**config.mk**
```make
export PLATFORM = sky130hd
export DESIGN_NAME = lcg_keystream_xor_cipher
export DESIGN_NICKNAME = d
export VERILOG_FILES = /design/src/hw/rtl/lcgx_pkg.sv /design/src/hw/rtl/lcgx_step.sv /design/src/hw/rtl/lcg_keystream_xor_cipher.sv
export SDC_FILE = /design/constraint.sdc
export NUM_CORES = 1
export LEC_CHECK = 0
export BUFFER_PORTS_ARGS = -buffer_cell sky130_fd_sc_hd__buf_2
export CAP_MARGIN = 20
export CORE_ASPECT_RATIO = 0.75
export CORE_MARGIN = 1
export CORE_UTILIZATION = 35
export DETAILED_ROUTE_END_ITERATION = 10
export PLACE_DENSITY = 0.54
export SLEW_MARGIN = 20
export SYNTH_ARGS = -nofsm -noshare
export SYNTH_HDL_FRONTEND = slang
export SYNTH_HIERARCHICAL = 1
export SYNTH_SLANG_ARGS = --single-unit
```
**constraint.sdc**
```tcl
create_clock -name aclk -period 14.7 [get_ports aclk]
set_input_delay 1.47 -clock aclk [delete_from_list [all_inputs] [get_ports aclk]]
set_output_delay 1.47 -clock aclk [all_outputs]
set_load 0.02 [all_outputs]
```
**src/hw/rtl/lcgx_pkg.sv**
```systemverilog
// shared types and constants for the lcg keystream xor cipher
package lcgx_pkg;

    typedef enum logic [1:0] {
        OP_START = 2'd0,
        OP_PASS  = 2'd1,
        OP_SALT  = 2'd2,
        OP_DATA  = 2'd3
    } op_t;

    localparam int unsigned STATE_W = 31;

    localparam logic [STATE_W-1:0] LCG_SEED = 31'h12345678;
    localparam logic [STATE_W-1:0] LCG_MUL  = 31'd1103515245;
    localparam logic [STATE_W-1:0] LCG_ADD  = 31'd12345;

    typedef struct packed {
        logic [STATE_W-1:0] lcg_state;
        logic               key_seen;
        logic               has_result;
        logic [7:0]         byte_out;
    } step_t;

endpackage

```
**src/hw/rtl/lcgx_step.sv**
```systemverilog
// next-state and keystream logic for one request
module lcgx_step (
    input  lcgx_pkg::op_t                    op,
    input  logic [7:0]                       byte_in,
    input  logic [lcgx_pkg::STATE_W-1:0]     lcg_state,
    input  logic                             key_seen,
    output lcgx_pkg::step_t                  step
);
    import lcgx_pkg::*;

    logic [STATE_W-1:0] ext;
    logic [STATE_W-1:0] mixed;
    logic [STATE_W-1:0] lcg_in;
    logic [STATE_W-1:0] lcg_out;
    logic [7:0]         keystream;

    // sign extension for passphrase bytes, zero extension for salt bytes
    assign ext = (op == OP_PASS) ? {{(STATE_W-8){byte_in[7]}}, byte_in}
                                 : {{(STATE_W-8){1'b0}}, byte_in};
    assign mixed = ext << lcg_state[3:0];
    assign lcg_in = (op == OP_DATA) ? lcg_state : (lcg_state ^ mixed);
    assign lcg_out = STATE_W'(lcg_in * LCG_MUL + LCG_ADD);
    assign keystream = key_seen ? lcg_out[23:16] : 8'h00;

    always_comb begin
        step = '0;
        unique case (op)
            OP_START: begin
                step.lcg_state  = LCG_SEED;
                step.key_seen   = 1'b0;
                step.has_result = 1'b0;
            end
            OP_PASS: begin
                step.lcg_state  = lcg_out;
                step.key_seen   = 1'b1;
                step.has_result = 1'b0;
            end
            OP_SALT: begin
                step.lcg_state  = lcg_out;
                step.key_seen   = key_seen;
                step.has_result = 1'b0;
            end
            OP_DATA: begin
                step.lcg_state  = lcg_out;
                step.key_seen   = key_seen;
                step.has_result = 1'b1;
                step.byte_out   = byte_in ^ keystream;
            end
            default: begin
                step.lcg_state  = lcg_state;
                step.key_seen   = key_seen;
            end
        endcase
    end

endmodule

```
**src/hw/rtl/lcg_keystream_xor_cipher.sv**
```systemverilog
// top level of the lcg keystream xor cipher
// Byte stream cipher over a 31-bit linear congruential generator. Each request
// carries an op (start, passphrase byte, salt byte, data byte) and a byte; only
// data bytes return a result, the byte xored with generator state bits 23..16,
// or unchanged while no passphrase byte has been seen since the last start.
// A request is registered on acceptance and retired when the generator step
// (one constant multiply and add) updates the state and, for a data byte,
// loads the output register; a data byte waits while that register holds an
// untaken result. One request is accepted every cycle while the output is not
// stalled, and the state feedback through the multiplier allows one byte per
// cycle. Encryption and decryption are the same operation.
module lcg_keystream_xor_cipher (
    input  logic       aclk,
    input  logic       aresetn,
    input  logic       s_valid,
    output logic       s_ready,
    input  logic [1:0] s_op,
    input  logic [7:0] s_byte_in,
    output logic       m_valid,
    input  logic       m_ready,
    output logic [7:0] m_byte_out
);
    import lcgx_pkg::*;

    logic               in_valid_reg;
    op_t                in_op_reg;
    logic [7:0]         in_byte_reg;
    logic [STATE_W-1:0] lcg_state_reg;
    logic               key_seen_reg;
    logic               out_valid_reg;
    logic [7:0]         out_byte_reg;
    logic               out_valid_next;
    logic               advance;
    logic               out_free;
    step_t              step;

    lcgx_step u_step (
        .op        (in_op_reg),
        .byte_in   (in_byte_reg),
        .lcg_state (lcg_state_reg),
        .key_seen  (key_seen_reg),
        .step      (step)
    );

    assign out_free = !out_valid_reg || m_ready;
    assign advance  = in_valid_reg && (!step.has_result || out_free);
    assign s_ready  = !in_valid_reg || advance;

    always_comb begin
        out_valid_next = out_valid_reg && !m_ready;
        if (advance && step.has_result) begin
            out_valid_next = 1'b1;
        end
    end

    always_ff @(posedge aclk) begin
        if (!aresetn) begin
            in_valid_reg  <= 1'b0;
            out_valid_reg <= 1'b0;
            lcg_state_reg <= LCG_SEED;
            key_seen_reg  <= 1'b0;
        end else begin
            if (s_ready) begin
                in_valid_reg <= s_valid;
            end
            out_valid_reg <= out_valid_next;
            if (advance) begin
                lcg_state_reg <= step.lcg_state;
                key_seen_reg  <= step.key_seen;
            end
        end
    end

    always_ff @(posedge aclk) begin
        if (s_valid && s_ready) begin
            in_op_reg   <= op_t'(s_op);
            in_byte_reg <= s_byte_in;
        end
        if (advance && step.has_result) begin
            out_byte_reg <= step.byte_out;
        end
    end

    assign m_valid    = out_valid_reg;
    assign m_byte_out = out_byte_reg;

`ifndef ASSERT_OFF
    a_start_reseeds: assert property (@(posedge aclk) disable iff (!aresetn)
        (advance && in_op_reg == OP_START) |=>
            (lcg_state_reg == LCG_SEED && !key_seen_reg))
        else $error("start request did not reseed the generator");

    a_pass_sets_key: assert property (@(posedge aclk) disable iff (!aresetn)
        (advance && in_op_reg == OP_PASS) |=> key_seen_reg)
        else $error("passphrase request did not set key seen");

    a_data_gives_result: assert property (@(posedge aclk) disable iff (!aresetn)
        (advance && in_op_reg == OP_DATA) |=> out_valid_reg)
        else $error("data request retired without a result");

    a_held_request_kept: assert property (@(posedge aclk) disable iff (!aresetn)
        (in_valid_reg && !advance) |=> (in_valid_reg && $stable(in_op_reg)
            && $stable(in_byte_reg)))
        else $error("stalled request was lost or changed");

    a_state_held: assert property (@(posedge aclk) disable iff (!aresetn)
        !advance |=> ($stable(lcg_state_reg) && $stable(key_seen_reg)))
        else $error("generator state moved without a retired request");
`endif

endmodule

```
==> results.toml, run 1 <==
[run_status]
run_status = "complete, no violations"

[timing]
tightest_slew_ns = 1.10
report.final.hold_viol_count = 0
fin_skew_ns = 0.00701
max-slew-margin-rel_pct = 26.4
fmax_ghz = 0.113
rsz0062_at_grt = "no"
fin_setup_tns_ns = 0
period_share_pct = 59.9
timing.final.max_slew_violations = 0
finalSetupViolations = 0
setup_ws_ns = 5.89
fin_crit_ns = 8.81

[synthesis]
syn_avg_cell_area_um2 = 9.23
synth_cells = 927
yosys_warnings = 6
synth_area_um2 = 8560
synth_nets = 1195

[drt]
post_drt_wl_per_cell_um = 16.5
viasPerCell = 4.61
drt_first_pass_iters = 6
drc = 0
ant_nets = 0
drtIter0Drc = 366
vias = 5827
drt-total-wl_um = 20900

[flow_run]
drv_cap = 0

[global_route]
antenna_found_initial = 0
grt.overflow.total = 0
grt_usage_pct = 17.6
grt_pass1_vias = 5790
grt_max_degree = 53
grt_pass1_wl_um = 33300

[critical_path]
endpoint_kind = "flop"
slowest_delay_ns = 0.82
critPathMaxFanout = 22
reg2reg_setup_slack_ns = 5.89
worstPathArrival_ns = 8.83
critPathKind = "flop to flop"
required_ns = 14.72
critPathBufInv = 6
r2r-end = "m_byte_out[6]"
crit_slowest_cell = "dfxtp_1"
timing.rr.start = "lcg_state_reg[1]"
cpMostUsedCell = "fa_1"
start_kind = "flop"
rr_worst_depth = 30
critical-path-top-delay-family = "adder cells"

[cells_and_area]
final_cells = 1263
drive_above_1_share_pct = 5.79
num-nets-final = 1199
antenna-diode-count = 0
utilization_pct = 37.8
fill_cells = 2464
largest_register_ff_count = 24
area_growth_pct = 5.97

[floorplanning]
start_util_pct = 35.7
core_area_um2 = 24000
fp.dieW_um = 183
boundaryPins = 24
die_y_um = 137
die_area_um2 = 25100
num_rows = 49

[cts]
clkLatencyLatePin_ns = 0.29
htreeDepth = 2
post-cts-setup-buffer-count = 0
cts_buffers = 5
cts.path.max_buffers = 2
clk_pin_slew_ns = 0.06
postCtsResizedCells = 0
clkSinkCount = 45
cts_tree = "yes"
cts_root_buffer = "clkbuf_16"
cts_hold_buf = 0

[placed_design]
dp_cells = 1255
gp_congestion = 0.903
io_buffers = 23
dp_slack_ns = 5.92
hpwl_um = 18000

[hold_path]
hp-class = "flop to flop"
hp-start = "lcg_state_reg[15]"
min_to = "lcg_state_reg[15]"
min_path_cells = 2
[worst max-delay path by stage]
| stage | depth (start not counted) | to | from |
|---|---|---|---|
| after floorplan | 31 | m_byte_out[6] | lcg_state_reg[0] |
| after global placement | 30 | m_byte_out[6] | lcg_state_reg[1] |
| after detailed placement | 30 | m_byte_out[6] | lcg_state_reg[1] |
| after CTS | 30 | m_byte_out[6] | lcg_state_reg[1] |
| after global routing | 30 | m_byte_out[6] | lcg_state_reg[1] |
| final | 30 | m_byte_out[6] | lcg_state_reg[1] |
[layout make-up]
class                      count  area, um^2  share of cell area, %
tap                          331         414                   4.57
inverter                     253         950                   10.5
multi-input combinational    602        6350                   70.1
timing repair buffer          24         123                   1.35
clock buffer                   8         146                   1.61
sequential                    45        1080                   11.9
[worst min-delay path: stages (launching register included)]
cell,delay (ns)
dfxtp_1,0.31
nand2_1,0.06
mux2i_1,0.05
[metrics by stage]
| step | hold slack [ns] | area, um^2 |
|---|---|---|
| 2_1_floorplan | 0.431 | 8560 |
| 3_3_place_gp | 0.458 | 8920 |
| 3_5_place_dp | 0.462 | 8920 |
| 4_1_cts | 0.473 | 9070 |
| 5_1_grt | 0.496 | 9070 |
| 6_report | 0.469 | 9070 |
[cell usage in the layout (no fill, tap or decap), types with 2 or more instances in the layout]
master and instances:
mux2_2 6, a21o_1 14, a31o_2 2, nand2_1 54
and2_1 7, inv_1 250, clkinv_1 2, xor2_1 23
nor3_1 4, a211oi_1 3, nand3_1 6, fa_1 113
nand2b_1 7, xnor2_1 22, a21oi_1 35, mux2i_1 37
o21ai_0 11, a211o_1 2, clkbuf_16 5, nor2_1 45
o21a_1 7, nor2b_1 25, nand3b_1 3, nand4_1 3
edfxtp_1 18, clkbuf_1 2, buf_2 23, a21oi_2 2
a2111o_1 2, a31oi_1 2, ha_1 141, dfxtp_1 27
o22ai_1 2
[metal layers]
layer / vias up / GRT usage, % / wire, um
li1: 2870 / - / -
met1: 2828 / 28.6 / 11600
met2: 125 / 24.4 / 8010
met3: 4 / 3.46 / 1250
met4: 0 / 0.794 / 46
met5: - / 0 / 0
Power of run 1 is left out: the tool's default activity adds up to more than one toggle a clock period on the data nets, which glitch-free logic cannot reach.
==> inputs of run 2 (changes only) <==
clock period = 8.6 ns   (was 14.7 ns; I/O delays follow)
==> results.toml, run 2 (synthesis gave the netlist of run 1 again) <==
[drt]
drtIter0Drc = 391
drt_first_pass_iters = 6
drt-total-wl_um = 21100
viasPerCell = 4.61
ant_nets = 0
post_drt_wl_per_cell_um = 16.5
drc = 0
vias = 5905

[global_route]
grt_pass1_vias = 5981
gr-max-usage-layer = "met1"
grt_pass1_wl_um = 34600
grtUsageMet3_pct = 3.20
grt_max_degree = 53
grt_util_met2_pct = 25.6
grt_usage_pct = 18.1
grtUsageMet1_pct = 29.0
grt.overflow.total = 0
antenna_found_initial = 0

[cts]
htreeDepth = 2
clkSinkCount = 45
cts_buffers = 5
cts_tree = "yes"
clkLatencyLatePin_ns = 0.29
cts.path.max_buffers = 2
cts_root_buffer = "clkbuf_16"
clk_pin_slew_ns = 0.06

[floorplanning]
start_util_pct = 35.7
die_area_um2 = 25100
num_rows = 49
boundaryPins = 24
fp.dieW_um = 183
core_area_um2 = 24000
die_y_um = 137

[critical_path]
start_kind = "flop"
critPathMaxFanout = 12
endpoint_kind = "flop"
critPathKind = "flop to flop"
slowest_delay_ns = 0.54
required_ns = 8.65
crit_slowest_cell = "fa_1"
worstPathArrival_ns = 8.10

[placed_design]
dp_slack_ns = 0.468
hpwl_um = 18200
gp_congestion = 0.911
io_buffers = 23

[timing]
period_share_pct = 93.6
tightest_slew_ns = 0.858
max-slew-margin-rel_pct = 42.8
fmax_ghz = 0.124
fin_skew_ns = 0.00444
setup_ws_ns = 0.549
finalSetupViolations = 0
report.final.hold_viol_count = 0
fin_crit_ns = 8.05
timing.final.max_slew_violations = 0

[cells_and_area]
largest_register_ff_count = 24
num-nets-final = 1218
final_cell_mix = "inv_1 (250), ha_1 (141), fa_1 (113)"
fill_cells = 2460
final_common_cell = "inv_1"
area_growth_pct = 7.94
drive_above_1_share_pct = 7.89
antenna-diode-count = 0
utilization_pct = 38.5

[run_status]
run_status = "complete, no violations"

[flow_run]
drv_cap = 0

[hold_path]
hp-class = "flop to flop"
==> run 2: cell count changes in the layout (fill, tap and decap cells not counted) <==
cell,delta
xnor2_2,+1
clkbuf_8,-1
clkbuf_1,-1
bufinv_16,+1
xnor2_1,-1
nor2_2,+1
buf_4,+19
nor2_1,-1
clkinv_1,+1
==> run 2: metrics by stage <==
step	instance area (um^2)	setup TNS (ns)	hold WS [ns]	std cells
after floorplan	8560	0	0.431	927
after global placement	9060	0	0.455	1274
after detailed placement	9060	0	0.459	1274
after CTS	9230	0	0.476	1282
after global routing	9240	-0.0000631	0.492	1282
final	9240	0	0.472	1282
==> run 2: what timing repair did <==
| item | 4_1_cts | 5_1_grt |
|---|---|---|
| buffers inserted | 0 | 0 |
| hold buffers | 0 | 0 |
| endpoints found under the setup margin | 0 | 5 |
| gates resized for setup | 0 | 1 |
==> run 2: layout make-up <==
| class | count | area (um^2) | area share [%] |
|---|---|---|---|
| Multi-Input combinational cell | 602 | 6360 | 68.9 |
| Sequential cell | 45 | 1080 | 11.7 |
| Inverter | 253 | 950 | 10.3 |
| Tap cell | 331 | 414 | 4.48 |
| Timing Repair Buffer | 43 | 265 | 2.87 |
| Clock buffer | 6 | 129 | 1.40 |
| Clock inverter | 2 | 33.8 | 0.366 |
==> run 2: layer usage <==
metal	share of wire [%]	vias to the layer above
li1	-	2903
met1	55	2870
met2	39	124
met3	5.8	8
met4	0.56	0
met5	0	-
==> run 2: worst paths after layout <==
path	startpoint	to	slack, ns	cells past startpoint
setup / recovery	lcg_state_reg[0]	m_byte_out[6]	0.55	31
hold / removal	lcg_state_reg[15]	lcg_state_reg[15]	0.47	2
setup reg to reg	lcg_state_reg[0]	m_byte_out[6]	0.55	31
hold reg to reg	lcg_state_reg[15]	lcg_state_reg[15]	0.47	2
==> run 2: critical path: cells and delay by family, from the launching register on <==
family	cells	cell delay, ns
AO/OA/AOI/OAI	5	1.10
XOR/XNOR	3	0.72
adder cells (fa/ha/maj)	9	4.03
buffers and inverters	8	0.79
flip-flops	1	0.46
multiplexers	1	0.31
AND/OR/NAND/NOR	5	0.41
Power of run 2 is left out for the same reason.
==> inputs of run 3 (changes only) <==
CELL_PAD_IN_SITES_DETAIL_PLACEMENT = 1   (was unset)
CELL_PAD_IN_SITES_GLOBAL_PLACEMENT = 1   (was unset)
PLACE_DENSITY = 0.64   (was 0.54)
==> results.toml, run 3 (synthesis gave the netlist of run 1 again) <==
[run_status]
run_status = "complete, no violations"

[global_route]
grt_pass1_vias = 6640
grt_max_degree = 53
grt_pass1_wl_um = 36900
grt_usage_pct = 19.5
grt.overflow.total = 0
antenna_found_initial = 0

[critical_path]
critPathMaxFanout = 17
critPathKind = "flop to flop"
cpMostUsedCell = "fa_1"
worstPathArrival_ns = 8.32
required_ns = 8.74
timing.rr.start = "lcg_state_reg[1]"
crit_slowest_cell = "fa_1"
cp-startpoint = "lcg_state_reg[1]"
slowest_delay_ns = 0.57
start_kind = "flop"
endpoint_kind = "flop"

[floorplanning]
start_util_pct = 35.7
fp.dieW_um = 183
num_rows = 49
core_area_um2 = 24000
die_y_um = 137
die_area_um2 = 25100
boundaryPins = 24

[timing]
fmax_ghz = 0.122
period_share_pct = 95.1
fin_skew_ns = 0.0101
timing.final.max_slew_violations = 0
fin_crit_ns = 8.17
report.final.hold_viol_count = 0
finalSetupViolations = 0
fin_setup_tns_ns = 0
tightest_slew_ns = 0.856
max-slew-margin-rel_pct = 42.9
rsz0062_at_grt = "no"

[cells_and_area]
area_growth_pct = 8.00
drive_above_1_share_pct = 8.32
final_cell_mix = "inv_1 (250), ha_1 (141), fa_1 (113)"
num-nets-final = 1217
regArea_um2 = 1080
stdcell_area_um2 = 9240
final_common_cell = "inv_1"
multi_input_area_um2 = 6390
antenna-diode-count = 0
fill_cells = 2811
largest_register_ff_count = 24

[cts]
cts.path.max_buffers = 2
clkLatencyLatePin_ns = 0.29
postCtsResizedCells = 0
post-cts-setup-buffer-count = 0
htreeDepth = 2
cts_tree = "yes"
cts_root_buffer = "clkbuf_16"
clkSinkCount = 45
clk_pin_slew_ns = 0.07
cts_buffers = 5
cts_hold_buf = 0

[flow_run]
drv_cap = 0

[drt]
vias = 5961
drt_first_pass_iters = 7
viasPerCell = 4.65
drtIter0Drc = 333
drt-total-wl_um = 22200
drc = 0
ant_nets = 0
post_drt_wl_per_cell_um = 17.3

[placed_design]
place_area_um2 = 9050
io_buffers = 23
hpwl_um = 19500
gp_congestion = 0.875

[hold_path]
hp-start = "lcg_state_reg[17]"
hp-class = "flop to flop"
run 3: changes by cell type in the layout (fill, tap and decap cells not counted), moves of 2 or more:
cell,delta
clkinv_4,+2
xnor2_1,-2
xnor2_2,+2
xor2_1,-2
xor2_2,+2
run 3: metrics by stage:
| step | std cells | utilization, % | hold slack (ns) | setup WS [ns] |
|---|---|---|---|---|
| 2_1_floorplan | 927 | - | 0.431 | 1.13 |
| 3_5_place_dp | 1272 | 37.7 | 0.468 | 0.267 |
| 3_3_place_gp | 1272 | 37.7 | 0.458 | 0.392 |
| 5_1_grt | 1281 | 38.5 | 0.491 | 0.00669 |
| 4_1_cts | 1280 | 38.4 | 0.478 | 0.205 |
| 6_report | 1281 | 38.5 | 0.471 | 0.425 |
run 3: area by class of cell:
type,instances,area share (%)
sequential,45,11.7
clock buffer,5,1.35
tap,331,4.48
multi-input combinational,602,69.2
inverter,253,10.3
clock inverter,3,0.244
timing repair buffer,42,2.79
run 3: path summary, 6_finish.rpt:
kind                       endpoint  slack [ns]  cells after the start
hold reg to reg   lcg_state_reg[17]        0.47                      2
setup / recovery      m_byte_out[2]        0.43                     28
hold / removal    lcg_state_reg[17]        0.47                      2
setup reg to reg      m_byte_out[2]        0.43                     28
run 3: worst max-delay path: cells and delay by family, from the launching register on:
family / cells / cell delay, ns
multiplexers: 2 / 0.51
buffers and inverters: 6 / 0.74
adder cells (fa/ha/maj): 9 / 3.93
flip-flops: 1 / 0.47
AO/OA/AOI/OAI: 7 / 1.30
XOR/XNOR: 2 / 0.63
AND/OR/NAND/NOR: 2 / 0.43
run 3: layer usage:
layer  part of all wire, %  vias to the layer above  GRT usage, %  routed length (um)
met3                   4.2                       12          2.27                 932
met1                    54                     2952          29.8               11900
met4                  0.58                        0          2.10                 128
met5                     0                        -             0                   0
li1                      -                     2902             -                   -
met2                    42                       95          30.1                9260
Power of run 3 is left out for the same reason.
